**config.mk**
```make
export PLATFORM = sky130hd
export DESIGN_NAME = battery_soc_ocv_estimator_core
export DESIGN_NICKNAME = d
export VERILOG_FILES = /design/src/hw/rtl/bsoc_pkg.sv /design/src/hw/rtl/bsoc_sequencer.sv /design/src/hw/rtl/battery_soc_ocv_estimator_core.sv
export SDC_FILE = /design/constraint.sdc
export NUM_CORES = 2
export LEC_CHECK = 0
export BUFFER_PORTS_ARGS = -buffer_cell sky130_fd_sc_hd__buf_2
export CAP_MARGIN = 30
export CORE_AREA = 2 2 241 421
export CTS_CLUSTER_DIAMETER = 40
export CTS_CLUSTER_SIZE = 40
export DETAILED_ROUTE_END_ITERATION = 8
export DIE_AREA = 0 0 243 423
export PLACE_DENSITY_LB_ADDON = 0.3
export SYNTH_ARGS = -nofsm -noshare
export SYNTH_HDL_FRONTEND = slang
export SYNTH_SLANG_ARGS = --single-unit
```
**constraint.sdc**
```tcl
create_clock -name clock -period 10.7 [get_ports clock]
set_input_delay 2.14 -clock clock [delete_from_list [all_inputs] [get_ports clock]]
set_output_delay 2.14 -clock clock [all_outputs]
set_load 0.03 [all_outputs]
```
**src/hw/rtl/bsoc_pkg.sv**
```systemverilog
// Shared widths, constants, coefficient tables and control-word types for the SOC estimator.
package bsoc_pkg;

   // Fixed-point format of the state of charge.
   localparam int FRAC_BITS = 30;

   // Field and datapath widths.
   localparam int CUR_W    = 24;
   localparam int SUM_W    = CUR_W + 1;
   localparam int LEVEL_W  = 32;
   localparam int CFG_W    = 31;
   localparam int SCALE_W  = 32;
   localparam int VOLT_W   = 28;
   localparam int RES_W    = 32;
   localparam int CSR_IDX_W = 2;
   localparam int CSR_DATA_W = 32;
   localparam int MAG_W    = 34;
   localparam int HALF_W   = MAG_W / 2;
   localparam int PART_W   = HALF_W + SCALE_W;
   localparam int PROD_W   = 64;
   localparam int ACC_W    = 34;
   localparam int HSUM_W   = ACC_W + 2;
   localparam int COEF_W   = 29;
   localparam int DELTA_W  = 24;
   localparam int STEP_W   = 5;
   localparam int COEF_IDX_W = 3;

   // Right shift that turns the charge product into SOC units.
   localparam int CHG_SHIFT = PROD_W - FRAC_BITS;

   // SOC limits, held at accumulator width for the compares.
   localparam longint LEVEL_MAX_VAL =
      (FRAC_BITS >= 31) ? 64'sh7FFF_FFFF : (64'sd1 <<< FRAC_BITS);
   localparam longint LEVEL_MIN_VAL = -(64'sd1 <<< 31);
   localparam logic signed [ACC_W-1:0] LEVEL_MAX = ACC_W'(LEVEL_MAX_VAL);
   localparam logic signed [ACC_W-1:0] LEVEL_MIN = ACC_W'(LEVEL_MIN_VAL);

   // Horner accumulator limits.
   localparam logic signed [HSUM_W-1:0] HORN_MAX = HSUM_W'(64'sd1 <<< 32);
   localparam logic signed [HSUM_W-1:0] HORN_MIN = HSUM_W'(-(64'sd1 <<< 32));

   // Output limits.
   localparam logic signed [ACC_W-1:0] VOLT_MAX = ACC_W'((64'sd1 <<< (VOLT_W - 1)) - 1);
   localparam logic signed [ACC_W-1:0] VOLT_MIN = ACC_W'(-(64'sd1 <<< (VOLT_W - 1)));
   localparam logic signed [HSUM_W-1:0] RES_MAX = HSUM_W'((64'sd1 <<< (RES_W - 1)) - 1);
   localparam logic signed [HSUM_W-1:0] RES_MIN = HSUM_W'(-(64'sd1 <<< (RES_W - 1)));

   // Reset values of the configuration registers.
   localparam logic [SCALE_W-1:0] SCALE_RESET = '0;
   localparam logic [CFG_W-1:0]   STOP_RESET  = 31'd53687091;

   // Configuration register indexes.
   localparam logic [CSR_IDX_W-1:0] CSR_START = 2'd0;
   localparam logic [CSR_IDX_W-1:0] CSR_SCALE = 2'd1;
   localparam logic [CSR_IDX_W-1:0] CSR_STOP  = 2'd2;

   // Index of the leading coefficient.
   localparam logic [COEF_IDX_W-1:0] COEF_LEAD = 3'd0;

   // Sequencer flow control.
   typedef enum logic [1:0] {
      SEQ_NEXT,
      SEQ_ACCEPT,
      SEQ_DELIVER,
      SEQ_JUMP
   } seq_type;

   // Shared multiplier operation.
   typedef enum logic [1:0] {
      MUL_IDLE,
      MUL_LO,
      MUL_HI
   } mul_type;

   // Multiplier operand A source.
   typedef enum logic {
      A_VOLT,
      A_RES
   } asel_type;

   // Multiplier operand B source.
   typedef enum logic {
      B_SCALE,
      B_LEVEL
   } bsel_type;

   // Register update performed by a step.
   typedef enum logic [2:0] {
      UPD_NONE,
      UPD_TAKE,
      UPD_SOC,
      UPD_PREP,
      UPD_HORN_V,
      UPD_HORN_R,
      UPD_LOAD_V,
      UPD_LOAD_R
   } upd_type;

   // One microcode word.
   typedef struct packed {
      seq_type                 seq;
      mul_type                 mul;
      asel_type                a_sel;
      bsel_type                b_sel;
      upd_type                 upd;
      logic [COEF_IDX_W-1:0]   coef_idx;
      logic [STEP_W-1:0]       target;
   } ctrl_type;

   // Handshake conditions that steer the sequencer's conditional jumps.
   typedef struct packed {
      logic in_go;
      logic out_go;
   } cond_type;

   // Open-circuit voltage coefficients, Q.20, leading term first.
   function automatic logic signed [COEF_W-1:0] volt_coef(input logic [COEF_IDX_W-1:0] idx);
      logic signed [COEF_W-1:0] c;
      case (idx)
         3'd0:    c = -29'sd13904118;
         3'd1:    c = 29'sd28730982;
         3'd2:    c = -29'sd18863882;
         3'd3:    c = 29'sd4714398;
         3'd4:    c = 29'sd3617587;
         default: c = '0;
      endcase
      return c;
   endfunction

   // Series resistance coefficients, Q.30, leading term first.
   function automatic logic signed [COEF_W-1:0] res_coef(input logic [COEF_IDX_W-1:0] idx);
      logic signed [COEF_W-1:0] c;
      case (idx)
         3'd0:    c = -29'sd113279762;
         3'd1:    c = 29'sd211312391;
         3'd2:    c = -29'sd120151710;
         3'd3:    c = 29'sd17255031;
         3'd4:    c = 29'sd3346853;
         default: c = '0;
      endcase
      return c;
   endfunction

endpackage

```
**src/hw/rtl/bsoc_sequencer.sv**
```systemverilog
// Microcode step counter and program ROM for the SOC estimator datapath.
module bsoc_sequencer
   import bsoc_pkg::*;
(
   input  logic     clock,
   input  logic     reset,
   input  cond_type cond,
   output ctrl_type ctrl
);

   logic [STEP_W-1:0] step_ff;
   logic [STEP_W-1:0] step_in;

   // Builds one control word.
   function automatic ctrl_type mk(input seq_type s, input mul_type m, input asel_type a,
                                   input bsel_type b, input upd_type u,
                                   input logic [COEF_IDX_W-1:0] k,
                                   input logic [STEP_W-1:0] t);
      ctrl_type w;
      w.seq      = s;
      w.mul      = m;
      w.a_sel    = a;
      w.b_sel    = b;
      w.upd      = u;
      w.coef_idx = k;
      w.target   = t;
      return w;
   endfunction

   // Program: take a sample, form the charge product, update the SOC, then run both
   // Horner chains interleaved on the one multiplier and deliver the result.
   always_comb begin
      case (step_ff)
         5'd0:    ctrl = mk(SEQ_ACCEPT,  MUL_IDLE, A_VOLT, B_SCALE, UPD_TAKE,   3'd0, 5'd0);
         5'd1:    ctrl = mk(SEQ_NEXT,    MUL_LO,   A_VOLT, B_SCALE, UPD_NONE,   3'd0, 5'd0);
         5'd2:    ctrl = mk(SEQ_NEXT,    MUL_HI,   A_VOLT, B_SCALE, UPD_NONE,   3'd0, 5'd0);
         5'd3:    ctrl = mk(SEQ_NEXT,    MUL_IDLE, A_VOLT, B_SCALE, UPD_SOC,    3'd0, 5'd0);
         5'd4:    ctrl = mk(SEQ_NEXT,    MUL_IDLE, A_VOLT, B_LEVEL, UPD_PREP,   3'd0, 5'd0);
         // First Horner round.
         5'd5:    ctrl = mk(SEQ_NEXT,    MUL_LO,   A_VOLT, B_LEVEL, UPD_NONE,   3'd0, 5'd0);
         5'd6:    ctrl = mk(SEQ_NEXT,    MUL_HI,   A_VOLT, B_LEVEL, UPD_NONE,   3'd0, 5'd0);
         5'd7:    ctrl = mk(SEQ_NEXT,    MUL_LO,   A_RES,  B_LEVEL, UPD_HORN_V, 3'd1, 5'd0);
         5'd8:    ctrl = mk(SEQ_NEXT,    MUL_HI,   A_RES,  B_LEVEL, UPD_LOAD_V, 3'd0, 5'd0);
         // Second Horner round.
         5'd9:    ctrl = mk(SEQ_NEXT,    MUL_LO,   A_VOLT, B_LEVEL, UPD_HORN_R, 3'd1, 5'd0);
         5'd10:   ctrl = mk(SEQ_NEXT,    MUL_HI,   A_VOLT, B_LEVEL, UPD_LOAD_R, 3'd0, 5'd0);
         5'd11:   ctrl = mk(SEQ_NEXT,    MUL_LO,   A_RES,  B_LEVEL, UPD_HORN_V, 3'd2, 5'd0);
         5'd12:   ctrl = mk(SEQ_NEXT,    MUL_HI,   A_RES,  B_LEVEL, UPD_LOAD_V, 3'd0, 5'd0);
         // Third Horner round.
         5'd13:   ctrl = mk(SEQ_NEXT,    MUL_LO,   A_VOLT, B_LEVEL, UPD_HORN_R, 3'd2, 5'd0);
         5'd14:   ctrl = mk(SEQ_NEXT,    MUL_HI,   A_VOLT, B_LEVEL, UPD_LOAD_R, 3'd0, 5'd0);
         5'd15:   ctrl = mk(SEQ_NEXT,    MUL_LO,   A_RES,  B_LEVEL, UPD_HORN_V, 3'd3, 5'd0);
         5'd16:   ctrl = mk(SEQ_NEXT,    MUL_HI,   A_RES,  B_LEVEL, UPD_LOAD_V, 3'd0, 5'd0);
         // Fourth Horner round.
         5'd17:   ctrl = mk(SEQ_NEXT,    MUL_LO,   A_VOLT, B_LEVEL, UPD_HORN_R, 3'd3, 5'd0);
         5'd18:   ctrl = mk(SEQ_NEXT,    MUL_HI,   A_VOLT, B_LEVEL, UPD_LOAD_R, 3'd0, 5'd0);
         5'd19:   ctrl = mk(SEQ_NEXT,    MUL_LO,   A_RES,  B_LEVEL, UPD_HORN_V, 3'd4, 5'd0);
         5'd20:   ctrl = mk(SEQ_NEXT,    MUL_HI,   A_RES,  B_LEVEL, UPD_NONE,   3'd0, 5'd0);
         5'd21:   ctrl = mk(SEQ_NEXT,    MUL_IDLE, A_RES,  B_LEVEL, UPD_HORN_R, 3'd4, 5'd0);
         5'd22:   ctrl = mk(SEQ_DELIVER, MUL_IDLE, A_VOLT, B_SCALE, UPD_NONE,   3'd0, 5'd0);
         default: ctrl = mk(SEQ_JUMP,    MUL_IDLE, A_VOLT, B_SCALE, UPD_NONE,   3'd0, 5'd0);
      endcase
   end

   // Step counter with conditional holds and jumps.
   always_comb begin
      case (ctrl.seq)
         SEQ_NEXT:    step_in = step_ff + 1'b1;
         SEQ_ACCEPT:  step_in = cond.in_go ? step_ff + 1'b1 : step_ff;
         SEQ_DELIVER: step_in = cond.out_go ? ctrl.target : step_ff;
         SEQ_JUMP:    step_in = ctrl.target;
         default:     step_in = ctrl.target;
      endcase
   end

   always_ff @(posedge clock) begin
      if (reset) begin
         step_ff <= '0;
      end else begin
         step_ff <= step_in;
      end
   end

endmodule

```
**src/hw/rtl/battery_soc_ocv_estimator_core.sv**
```systemverilog
// Top level of the coulomb-counting SOC estimator with OCV and resistance polynomials.
//
// Each accepted current sample lowers the Q2.30 state of charge by the trapezoidal
// charge, then evaluates the open-circuit voltage and series resistance quartics at
// the new SOC and reports SOC, both values and the empty flag as one transaction.
// The microcode program runs nine products through one 17 x 32 bit multiplier, two
// passes each, with the two Horner chains interleaved, so a new sample is taken only
// after the program has delivered the result of the one before. The result register
// lets the next sample start while the previous result still waits; the program holds
// at its last step only if the result before it has not been taken. Writing start_soc
// reloads the SOC and clears the previous current; the user must write configuration
// only while no transaction is in flight, as the block itself does not enforce it.
module battery_soc_ocv_estimator_core
   import bsoc_pkg::*;
(
   input  logic                         clock,
   input  logic                         reset,
   // Sample channel.
   input  logic                         req_valid,
   output logic                         req_ready,
   input  logic signed [CUR_W-1:0]      req_current_sample,
   // Result channel.
   output logic                         rsp_valid,
   input  logic                         rsp_ready,
   output logic signed [LEVEL_W-1:0]    rsp_charge_level,
   output logic signed [VOLT_W-1:0]     rsp_open_voltage,
   output logic signed [RES_W-1:0]      rsp_series_resistance,
   output logic                         rsp_empty_flag,
   // Configuration write channel.
   input  logic                         csr_valid,
   output logic                         csr_ready,
   input  logic [CSR_IDX_W-1:0]         csr_index,
   input  logic [CSR_DATA_W-1:0]        csr_data
);

   ctrl_type ctrl;
   cond_type cond;

   // Architectural state and configuration.
   logic signed [LEVEL_W-1:0] soc_ff, soc_in;
   logic signed [CUR_W-1:0]   prev_ff, prev_in;
   logic [SCALE_W-1:0]        scale_ff, scale_in;
   logic [CFG_W-1:0]          stop_ff, stop_in;

   // Datapath working registers.
   logic [MAG_W-1:0]          mag_v_ff, mag_v_in;
   logic [MAG_W-1:0]          mag_r_ff, mag_r_in;
   logic                      sgn_v_ff, sgn_v_in;
   logic                      sgn_r_ff, sgn_r_in;
   logic [LEVEL_W-1:0]        xmag_ff, xmag_in;
   logic                      xneg_ff, xneg_in;
   logic [PROD_W-1:0]         prod_ff, prod_in;
   logic signed [ACC_W-1:0]   acc_v_ff, acc_v_in;
   logic signed [ACC_W-1:0]   acc_r_ff, acc_r_in;

   // Result register.
   logic                      rsp_valid_ff, rsp_valid_in;
   logic signed [LEVEL_W-1:0] level_out_ff, level_out_in;
   logic signed [VOLT_W-1:0]  volt_out_ff, volt_out_in;
   logic signed [RES_W-1:0]   res_out_ff, res_out_in;
   logic                      flag_out_ff, flag_out_in;

   // Combinational datapath signals.
   logic                      csr_go;
   logic signed [SUM_W-1:0]   cur_sum;
   logic [SUM_W-1:0]          cur_mag;
   logic [MAG_W-1:0]          a_mag;
   logic [HALF_W-1:0]         a_half;
   logic [SCALE_W-1:0]        b_op;
   logic [PART_W-1:0]         part;
   logic [PROD_W-1:0]         chg_round;
   logic [DELTA_W-1:0]        chg_mag;
   logic signed [ACC_W-1:0]   chg_delta;
   logic signed [ACC_W-1:0]   soc_diff;
   logic signed [ACC_W-1:0]   soc_clamped;
   logic signed [ACC_W-1:0]   start_ext;
   logic signed [LEVEL_W-1:0] start_level;
   logic [PROD_W-1:0]         horn_round;
   logic [MAG_W-1:0]          horn_mag;
   logic                      horn_neg;
   logic signed [HSUM_W-1:0]  horn_t;
   logic signed [COEF_W-1:0]  horn_coef;
   logic signed [HSUM_W-1:0]  horn_total;
   logic signed [ACC_W-1:0]   horn_acc;
   logic signed [COEF_W-1:0]  volt_lead;
   logic signed [COEF_W-1:0]  res_lead;
   logic signed [HSUM_W-1:0]  res_scaled;
   logic signed [VOLT_W-1:0]  volt_sat;
   logic signed [RES_W-1:0]   res_sat;
   logic                      empty_now;

   // Magnitude of a signed accumulator value.
   function automatic logic [MAG_W-1:0] mag_of(input logic signed [ACC_W-1:0] v);
      return v[ACC_W-1] ? MAG_W'(-v) : MAG_W'(v);
   endfunction

   bsoc_sequencer u_sequencer (
      .clock (clock),
      .reset (reset),
      .cond  (cond),
      .ctrl  (ctrl)
   );

   // Handshakes.
   assign req_ready  = (ctrl.seq == SEQ_ACCEPT);
   assign csr_ready  = 1'b1;
   assign csr_go     = csr_valid & csr_ready;
   assign cond.in_go  = req_valid & req_ready;
   assign cond.out_go = (ctrl.seq == SEQ_DELIVER) && (!rsp_valid_ff || rsp_ready);

   // Trapezoidal current sum and its magnitude.
   assign cur_sum = $signed({req_current_sample[CUR_W-1], req_current_sample})
                  + $signed({prev_ff[CUR_W-1], prev_ff});
   assign cur_mag = cur_sum[SUM_W-1] ? SUM_W'(-cur_sum) : SUM_W'(cur_sum);

   // Shared multiplier: one half of operand A per pass.
   assign a_mag  = (ctrl.a_sel == A_VOLT) ? mag_v_ff : mag_r_ff;
   assign a_half = (ctrl.mul == MUL_HI) ? a_mag[MAG_W-1:HALF_W] : a_mag[HALF_W-1:0];
   assign b_op   = (ctrl.b_sel == B_SCALE) ? scale_ff : xmag_ff;
   assign part   = PART_W'(a_half) * PART_W'(b_op);

   // Charge delta, rounded half away from zero, and the saturated new SOC.
   assign chg_round = prod_ff + (PROD_W'(1) << (CHG_SHIFT - 1));
   assign chg_mag   = DELTA_W'(chg_round >> CHG_SHIFT);
   assign chg_delta = sgn_v_ff ? -$signed(ACC_W'(chg_mag)) : $signed(ACC_W'(chg_mag));
   assign soc_diff  = ACC_W'(soc_ff) - chg_delta;

   always_comb begin
      if (soc_diff < LEVEL_MIN) begin
         soc_clamped = LEVEL_MIN;
      end else if (soc_diff > LEVEL_MAX) begin
         soc_clamped = LEVEL_MAX;
      end else begin
         soc_clamped = soc_diff;
      end
   end

   // Start value, limited to full charge.
   assign start_ext   = $signed(ACC_W'(csr_data[CFG_W-1:0]));
   assign start_level = (start_ext > LEVEL_MAX) ? LEVEL_W'(LEVEL_MAX) : LEVEL_W'(start_ext);

   // Horner step: round(acc * x / 2^FRAC_BITS) plus the next coefficient, saturated.
   assign horn_round = prod_ff + (PROD_W'(1) << (FRAC_BITS - 1));
   assign horn_mag   = MAG_W'(horn_round >> FRAC_BITS);
   assign horn_neg   = ((ctrl.upd == UPD_HORN_V) ? sgn_v_ff : sgn_r_ff) ^ xneg_ff;
   assign horn_t     = horn_neg ? -$signed(HSUM_W'(horn_mag)) : $signed(HSUM_W'(horn_mag));
   assign horn_coef  = (ctrl.upd == UPD_HORN_V) ? volt_coef(ctrl.coef_idx)
                                                 : res_coef(ctrl.coef_idx);
   assign horn_total = horn_t + HSUM_W'(horn_coef);

   always_comb begin
      if (horn_total > HORN_MAX) begin
         horn_acc = ACC_W'(HORN_MAX);
      end else if (horn_total < HORN_MIN) begin
         horn_acc = ACC_W'(HORN_MIN);
      end else begin
         horn_acc = ACC_W'(horn_total);
      end
   end

   assign volt_lead = volt_coef(COEF_LEAD);
   assign res_lead  = res_coef(COEF_LEAD);

   // Output saturation and the empty compare.
   assign res_scaled = HSUM_W'(acc_r_ff) <<< 2;

   always_comb begin
      if (acc_v_ff > VOLT_MAX) begin
         volt_sat = VOLT_W'(VOLT_MAX);
      end else if (acc_v_ff < VOLT_MIN) begin
         volt_sat = VOLT_W'(VOLT_MIN);
      end else begin
         volt_sat = VOLT_W'(acc_v_ff);
      end
      if (res_scaled > RES_MAX) begin
         res_sat = RES_W'(RES_MAX);
      end else if (res_scaled < RES_MIN) begin
         res_sat = RES_W'(RES_MIN);
      end else begin
         res_sat = RES_W'(res_scaled);
      end
   end

   assign empty_now = $signed({soc_ff[LEVEL_W-1], soc_ff}) <= $signed({2'b00, stop_ff});

   // Next-state logic for the datapath, configuration and result register.
   always_comb begin
      soc_in       = soc_ff;
      prev_in      = prev_ff;
      scale_in     = scale_ff;
      stop_in      = stop_ff;
      mag_v_in     = mag_v_ff;
      mag_r_in     = mag_r_ff;
      sgn_v_in     = sgn_v_ff;
      sgn_r_in     = sgn_r_ff;
      xmag_in      = xmag_ff;
      xneg_in      = xneg_ff;
      prod_in      = prod_ff;
      acc_v_in     = acc_v_ff;
      acc_r_in     = acc_r_ff;
      rsp_valid_in = rsp_valid_ff;
      level_out_in = level_out_ff;
      volt_out_in  = volt_out_ff;
      res_out_in   = res_out_ff;
      flag_out_in  = flag_out_ff;

      // Configuration writes; an index past the register list is dropped.
      if (csr_go) begin
         case (csr_index)
            CSR_START: begin
               soc_in  = start_level;
               prev_in = '0;
            end
            CSR_SCALE: scale_in = csr_data[SCALE_W-1:0];
            CSR_STOP:  stop_in  = csr_data[CFG_W-1:0];
            default: ;
         endcase
      end

      // Multiplier passes accumulate into the product register.
      case (ctrl.mul)
         MUL_LO:  prod_in = PROD_W'(part);
         MUL_HI:  prod_in = prod_ff + (PROD_W'(part) << HALF_W);
         default: ;
      endcase

      // Register updates named by the control word.
      case (ctrl.upd)
         UPD_TAKE: begin
            if (cond.in_go) begin
               prev_in  = req_current_sample;
               mag_v_in = MAG_W'(cur_mag);
               sgn_v_in = cur_sum[SUM_W-1];
            end
         end
         UPD_SOC: soc_in = LEVEL_W'(soc_clamped);
         UPD_PREP: begin
            xmag_in  = soc_ff[LEVEL_W-1] ? LEVEL_W'(-soc_ff) : LEVEL_W'(soc_ff);
            xneg_in  = soc_ff[LEVEL_W-1];
            acc_v_in = ACC_W'(volt_lead);
            acc_r_in = ACC_W'(res_lead);
            mag_v_in = mag_of(ACC_W'(volt_lead));
            mag_r_in = mag_of(ACC_W'(res_lead));
            sgn_v_in = volt_lead[COEF_W-1];
            sgn_r_in = res_lead[COEF_W-1];
         end
         UPD_HORN_V: acc_v_in = horn_acc;
         UPD_HORN_R: acc_r_in = horn_acc;
         UPD_LOAD_V: begin
            mag_v_in = mag_of(acc_v_ff);
            sgn_v_in = acc_v_ff[ACC_W-1];
         end
         UPD_LOAD_R: begin
            mag_r_in = mag_of(acc_r_ff);
            sgn_r_in = acc_r_ff[ACC_W-1];
         end
         default: ;
      endcase

      // Result register: load on delivery, clear when taken.
      if (cond.out_go) begin
         rsp_valid_in = 1'b1;
         level_out_in = soc_ff;
         volt_out_in  = volt_sat;
         res_out_in   = res_sat;
         flag_out_in  = empty_now;
      end else if (rsp_valid_ff && rsp_ready) begin
         rsp_valid_in = 1'b0;
      end
   end

   // Control and architectural state.
   always_ff @(posedge clock) begin
      if (reset) begin
         rsp_valid_ff <= 1'b0;
         soc_ff       <= LEVEL_W'(LEVEL_MAX);
         prev_ff      <= '0;
         scale_ff     <= SCALE_RESET;
         stop_ff      <= STOP_RESET;
      end else begin
         rsp_valid_ff <= rsp_valid_in;
         soc_ff       <= soc_in;
         prev_ff      <= prev_in;
         scale_ff     <= scale_in;
         stop_ff      <= stop_in;
      end
   end

   // Working and result payload registers.
   always_ff @(posedge clock) begin
      mag_v_ff     <= mag_v_in;
      mag_r_ff     <= mag_r_in;
      sgn_v_ff     <= sgn_v_in;
      sgn_r_ff     <= sgn_r_in;
      xmag_ff      <= xmag_in;
      xneg_ff      <= xneg_in;
      prod_ff      <= prod_in;
      acc_v_ff     <= acc_v_in;
      acc_r_ff     <= acc_r_in;
      level_out_ff <= level_out_in;
      volt_out_ff  <= volt_out_in;
      res_out_ff   <= res_out_in;
      flag_out_ff  <= flag_out_in;
   end

   assign rsp_valid             = rsp_valid_ff;
   assign rsp_charge_level      = level_out_ff;
   assign rsp_open_voltage      = volt_out_ff;
   assign rsp_series_resistance = res_out_ff;
   assign rsp_empty_flag        = flag_out_ff;

endmodule
```
; ---- Word level (Yosys, flattened, before mapping)
; Memory sizes are Yosys's and may differ from the RTL's. A register that Yosys moved wholly into a read port is not among the register bits.
; Cells that the tools add are included.
[word_totals]
out_inout_bits = 96
regBits = 453
memories = 1
rom_bits = 384
[memory_table]
columns = name, depth, width, read_ports, rd_ports_with_merged_regs, write_ports, line_no
row1 = (no name shown), 32, 12, 1, 1, 0, bsoc_sequencer.sv:33  ; case (step_ff)
[classes]
eq_ne = 21
mux = 43
n_bitwise = 2
multipliers = 1
addsub = 13
order_cmp = 10
n_reduce_logical = 20
[ops]
columns = operator, n
row1 = one-hot mux 29 bit (5 select lines), 2
row2 = 2-to-1 mux 34 bit, 7
row3 = 2-to-1 mux 32 bit, 7
row4 = one-hot mux 34 bit (2 select lines), 3
row5 = one-hot mux 64 bit (2 select lines), 1
row6 = one-hot mux 34 bit (3 select lines), 1
row7 = 2-to-1 mux 24 bit, 4
row8 = negation 34 bit, 2
row9 = "adder 64 x 30 -> 64 bit, second input constant", 1
row10 = adder 64 bit, 1
row11 = 2-to-1 mux 31 bit, 2
row12 = "adder 58 x 34 -> 58 bit, second input constant", 1
row13 = multiplier 17 x 32 -> 49 bit, 1
row14 = adder 36 x 29 -> 36 bit, 1
row15 = "> comparator 36 x 32 -> 1 bit, second input constant", 1
row16 = "> comparator 36 x 34 -> 1 bit, second input constant", 1
row17 = "less-than comparator 36 x 32 -> 1 bit, second input constant", 1
row18 = "less-than comparator 36 x 33 -> 1 bit, second input constant", 1
row19 = 2-to-1 mux 36 bit, 1
row20 = negation 34 -> 36 bit, 1
row21 = "> comparator 34 x 28 -> 1 bit, second input constant", 1
row22 = "> comparator 34 x 32 -> 1 bit, second input constant", 1
row23 = "less-than comparator 34 x 28 -> 1 bit, second input constant", 1
row24 = "less-than comparator 34 x 32 -> 1 bit, second input constant", 1
row25 = 33 further kinds, 66

; ---- Depth between registers and ports, before layout
[logic_depth]
ltp_word = 9
ltp_mapped = 44

; ---- By module
; Synthesis repeated with hierarchy kept, for this count alone.
[hier_totals]
cells_unflattened = 5632
hier_area_um2 = 49477.5
[by_module_without_submodules]
columns = module, cells_each, area_per_inst_um2, instances
row1 = battery_soc_ocv_estimator_core, 5521, 48501.5, 1
row2 = bsoc_sequencer, 111, 975.9, 1

; ---- Least setup slack after synthesis
; OpenSTA, ideal clock, no wires.
[synth_timing]
path_kind = register -> register
from = reg u_sequencer.ctrl[12] (netlist name)
to = reg prod_ff[63], data pin
slack_ns = 0.467
synth_period_minus_slack_ns = 10.233
setup_ns = 0.266
t_arrival_ns = 9.967
path_stages_with_launch = 39
cell_sequence = dfxtp_1 clkbuf_1 clkbuf_1 mux2_2 o21ai_0 clkbuf_1 nor2_1 fa_1 inv_1 fa_1 fa_1 inv_1 fa_1 fa_1 inv_1 fa_1 inv_1 ha_1 (+3 left out) a221o_1 a2111oi_0 or3_1 o21ai_0 a21o_1 xor2_1 ha_1 nand3_1 nor4_1 nand3_1 o221ai_1 o31ai_1 o311ai_0 nand3_1 o211ai_1 o21ai_0 xor2_1 nor2_1
[synth_via]
elab_chain_cells = 5
[synth_lines]
columns = item, line_no
row1 = 2-to-1 mux 34 bit, battery_soc_ocv_estimator_core.sv:117  ; assign a_mag = (ctrl.a_sel == A_VOLT) ? mag_v_ff : mag_r_ff;
row2 = 2-to-1 mux 17 bit, battery_soc_ocv_estimator_core.sv:118  ; assign a_half = (ctrl.mul == MUL_HI) ? a_mag[MAG_W-1:HALF_W] : a_mag[HALF_W-1:0];
row3 = multiplier 17 x 32 -> 49 bit, battery_soc_ocv_estimator_core.sv:120  ; assign part = PART_W'(a_half) * PART_W'(b_op);
row4 = adder 64 bit, battery_soc_ocv_estimator_core.sv:223  ; MUL_HI: prod_in = prod_ff + (PROD_W'(part) << HALF_W);
row5 = one-hot mux 64 bit (2 select lines), battery_soc_ocv_estimator_core.sv:221  ; case (ctrl.mul)
row6 = to (signal assigned), battery_soc_ocv_estimator_core.sv:297  ; prod_ff <= prod_in;
row7 = to (decl), battery_soc_ocv_estimator_core.sv:52  ; logic [PROD_W-1:0] prod_ff, prod_in;
; Every way passes these cells.
; A chain may end at the register's enable or synchronous reset.

; ---- Worst setup path in the final report
[layout_timing]
from = reg u_sequencer.ctrl[12] (netlist name)
to = reg prod_ff[62], data pin
[layout_via]
elab_chain_cells = 5
[layout_lines]
columns = item, line_no
row1 = 2-to-1 mux 34 bit, battery_soc_ocv_estimator_core.sv:117
row2 = 2-to-1 mux 17 bit, battery_soc_ocv_estimator_core.sv:118
row3 = multiplier 17 x 32 -> 49 bit, battery_soc_ocv_estimator_core.sv:120
row4 = adder 64 bit, battery_soc_ocv_estimator_core.sv:223
row5 = one-hot mux 64 bit (2 select lines), battery_soc_ocv_estimator_core.sv:221
; Every way passes these cells.

==> results.json <==
{
  "status": "finished, final reports clean",
  "syn_area_per_cell_um2": 8.76,
  "drt_first_pass_iters": 6,
  "cellLeakagePower_nw": 23.5,
  "hold_class": "flip-flop to flip-flop",
  "slew_viol_final": 0,
  "worst_pin_slew_ps": 1050,
  "fp.dieW_um": 243,
  "arrival_ps": 10500,
  "hold_depth": 2,
  "cts_tree": "done",
  "worstSetupStartpointType": "flip-flop",
  "synth_flop_cell": "edfxtp_1",
  "async_flop_share": 0,
  "synth_area_leaders": "edfxtp_1, fa_1, ha_1",
  "min_to": "stop_ff[27]",
  "first_iter_violations": 3246,
  "die_area_um2": 103000,
  "viasPerCell": 6.03,
  "dp_hpwl_um": 135000,
  "r2r-start": "u_sequencer.ctrl[12]",
  "synth_top_area_frac": 0.188,
  "gp_congestion": 1.03,
  "met3_length_um": 9870,
  "clkPwrFrac": 0.129,
  "powerDensity_nw_per_um2": 281,
  "skew_ps": 55.1,
  "cts_buffers": 49,
  "insertion_delay_ps": 670,
  "critPathKind": "flip-flop to flip-flop",
  "cp_max_fo": 26,
  "top_layer": "met5",
  "antenna_found_initial": 2,
  "area_growth_pct": 8.76,
  "setup_viol_count_final": 0,
  "ant_nets": 0,
  "coreArea_um2": 99200,
  "routed_wl_um": 169000,
  "hold_slack_ps": 458,
  "max_stage_delay_ps": 590,
  "cap_violations": 0,
  "synth_edf_count": 310,
  "synth-seq-cells": 447,
  "p_comb_frac": 0.700,
  "row_count": 153,
  "synth_cells": 5645,
  "grtUsageTotal": 0.331,
  "io_pins": 159,
  "reg2reg_setup_slack_ps": 560,
  "yosysMostFrequentCell": "nand2_1",
  "nFillCells": 9329,
  "syn-num-nets": 6469,
  "gr-total-overflow": 0,
  "grt_pass1_wl_um": 258000,
  "numClockSinks": 447,
  "wl_per_cell_um": 24.0,
  "cp-end-kind": "flip-flop",
  "path_clk_slew_ps": 90,
  "vias": 42600,
  "m1WireLength_um": 54600,
  "worst_slew_margin_rel": 0.296,
  "wl_met2_um": 85100,
  "yosys_warnings": 0,
  "cts.htree.levels": 2,
  "finalSetupTns_ps": 0,
  "cp_slowest_cell": "fa_1",
  "chipHeight_um": 423,
  "ys_seq_area_frac": 0.244,
  "start_util": 0.498,
  "peakVddDrop_v": 0.000244,
  "grt_max_degree": 97,
  "synth_area_um2": 49400,
  "synth_top_area_cell": "edfxtp_1",
  "timing.final.crit_share": 0.947,
  "cts_root_buf": "clkbuf_16",
  "drc_errors": 0,
  "synthTopCellsByCount": "nand2_1, inv_1, fa_1",
  "grt_pass1_vias": 43800,
  "r2r-end": "prod_ff[62]",
  "synthDistinctLibCells": 96,
  "clock.fmax_mhz": 98.7,
  "critPathMostFrequentCell": "fa_1",
  "period_needed_ps": 10140,
  "reg2reg_depth": 35,
  "drive_gt1_frac": 0.0922,
  "clockBufferDepth": 3,
  "p_sw_mw": 8.24,
  "switching_share": 0.545,
  "internal_power_mw": 6.88,
  "hold_viol": 0,
  "cp.required_ps": 11060,
  "nets": 6523,
  "cts_hold_buf": 0,
  "placement.io_buffers": 157,
  "hold_start": "stop_ff[27]",
  "grt_setup_unrepaired": "true",
  "pwr-share-seq": 0.171
}
-- layout make-up --
type / count / area (um^2) / area share
clock inverter: 42 / 694 / 0.0129
inverter: 678 / 2540 / 0.0473
sequential: 447 / 12100 / 0.224
clock buffer: 49 / 1230 / 0.0228
antenna: 3 / 7.51 / 0.000140
timing repair buffer: 279 / 1810 / 0.0336
multi-input combinational: 4244 / 33800 / 0.628
tap: 1317 / 1650 / 0.0307
-- routing by layer --
metal / up-vias / GRT usage
li1: 19300 / -
met1: 20700 / 0.329
met2: 1844 / 0.587
met3: 722 / 0.0477
met4: 2 / 0.315
met5: - / 0
-- worst max path at each step --
stage / start / to / slack [ps] / cells after the start
3_3_place_gp: u_sequencer.ctrl[13] / prod_ff[63] / 270 / 35
2_1_floorplan: u_sequencer.ctrl[12] / prod_ff[63] / 470 / 38
5_1_grt: u_sequencer.ctrl[12] / prod_ff[62] / -10 / 36
6_report: u_sequencer.ctrl[12] / prod_ff[62] / 560 / 35
4_1_cts: u_sequencer.ctrl[13] / prod_ff[63] / 80 / 35
3_5_place_dp: u_sequencer.ctrl[13] / prod_ff[63] / 120 / 35
-- registers in the layout, indices dropped and copies added, names as in the netlist, 31 cells and up --
signal	count
prod_ff	47
acc_r_ff	34
acc_v_ff	34
mag_r_ff	34
mag_v_ff	34
rsp_charge_level	32
scale_ff	32
soc_ff	32
xmag_ff	32
rsp_series_resistance	31
stop_ff	31
-- logic make-up after synthesis --
logic type,synth area share
DFF,0.244
muxes,0.0255
and+or+nand+nor,0.176
buffers and inverters,0.0745
AOI/OAI and AO/OA,0.150
adders and majority gates,0.261
other,0.0000759
xor gates and xnor gates,0.0690
-- power groups by stage --
stage | sequential, mW | combinational [mW] | clock, mW
5_1_grt | 2.60 | 11.5 | 2.03
3_5_place_dp | 2.60 | 10.2 | 0
3_3_place_gp | 2.61 | 10.2 | 0
6_report | 2.59 | 10.6 | 1.95
2_1_floorplan | 2.33 | 7.16 | 0
4_1_cts | 2.57 | 10.3 | 1.98
-- critical path: cells and delay by family, from the launching register on --
family	cells	cell delay (ps)
adder cells (fa/ha/maj)	8	3850
XOR/XNOR	2	630
AO/OA/AOI/OAI	16	3790
multiplexers	1	410
flip-flops	1	360
AND/OR/NAND/NOR	2	120
buffers and inverters	6	670
-- placed cells by master (no fill, tap or decap), types with 94 or more instances in the layout --
cell type / instances
o21ai_0: 172
nor2_1: 379
dfxtp_1: 136
xor2_1: 170
inv_1: 671
ha_1: 306
and2_1: 105
xnor2_1: 212
edfxtp_1: 310
buf_4: 115
buf_2: 156
a21oi_1: 343
nand2_1: 793
nand3_1: 96
a21o_1: 94
fa_1: 453
-- per-stage QoR --
step | cell area [um^2] | total power [mW] | utilization | std cells | worst slack (ps)
after CTS | 53600 | 14.9 | 0.541 | 7047 | 76.3
after floorplan | 49400 | 9.49 | - | 5645 | 467
after global routing | 53800 | 16.1 | 0.542 | 7056 | -11.2
final | 53800 | 15.1 | 0.542 | 7059 | 564
after global placement | 51600 | 12.8 | 0.521 | 6953 | 270
after detailed placement | 51700 | 12.8 | 0.521 | 6956 | 116
-- repair_timing --
action                                  in CTS  in global routing
resized for setup                            0                 16
setup buffers                                0                  4
endpoints found under the setup margin       0                  8
Note: power is estimated with default switching activity, not from simulation.
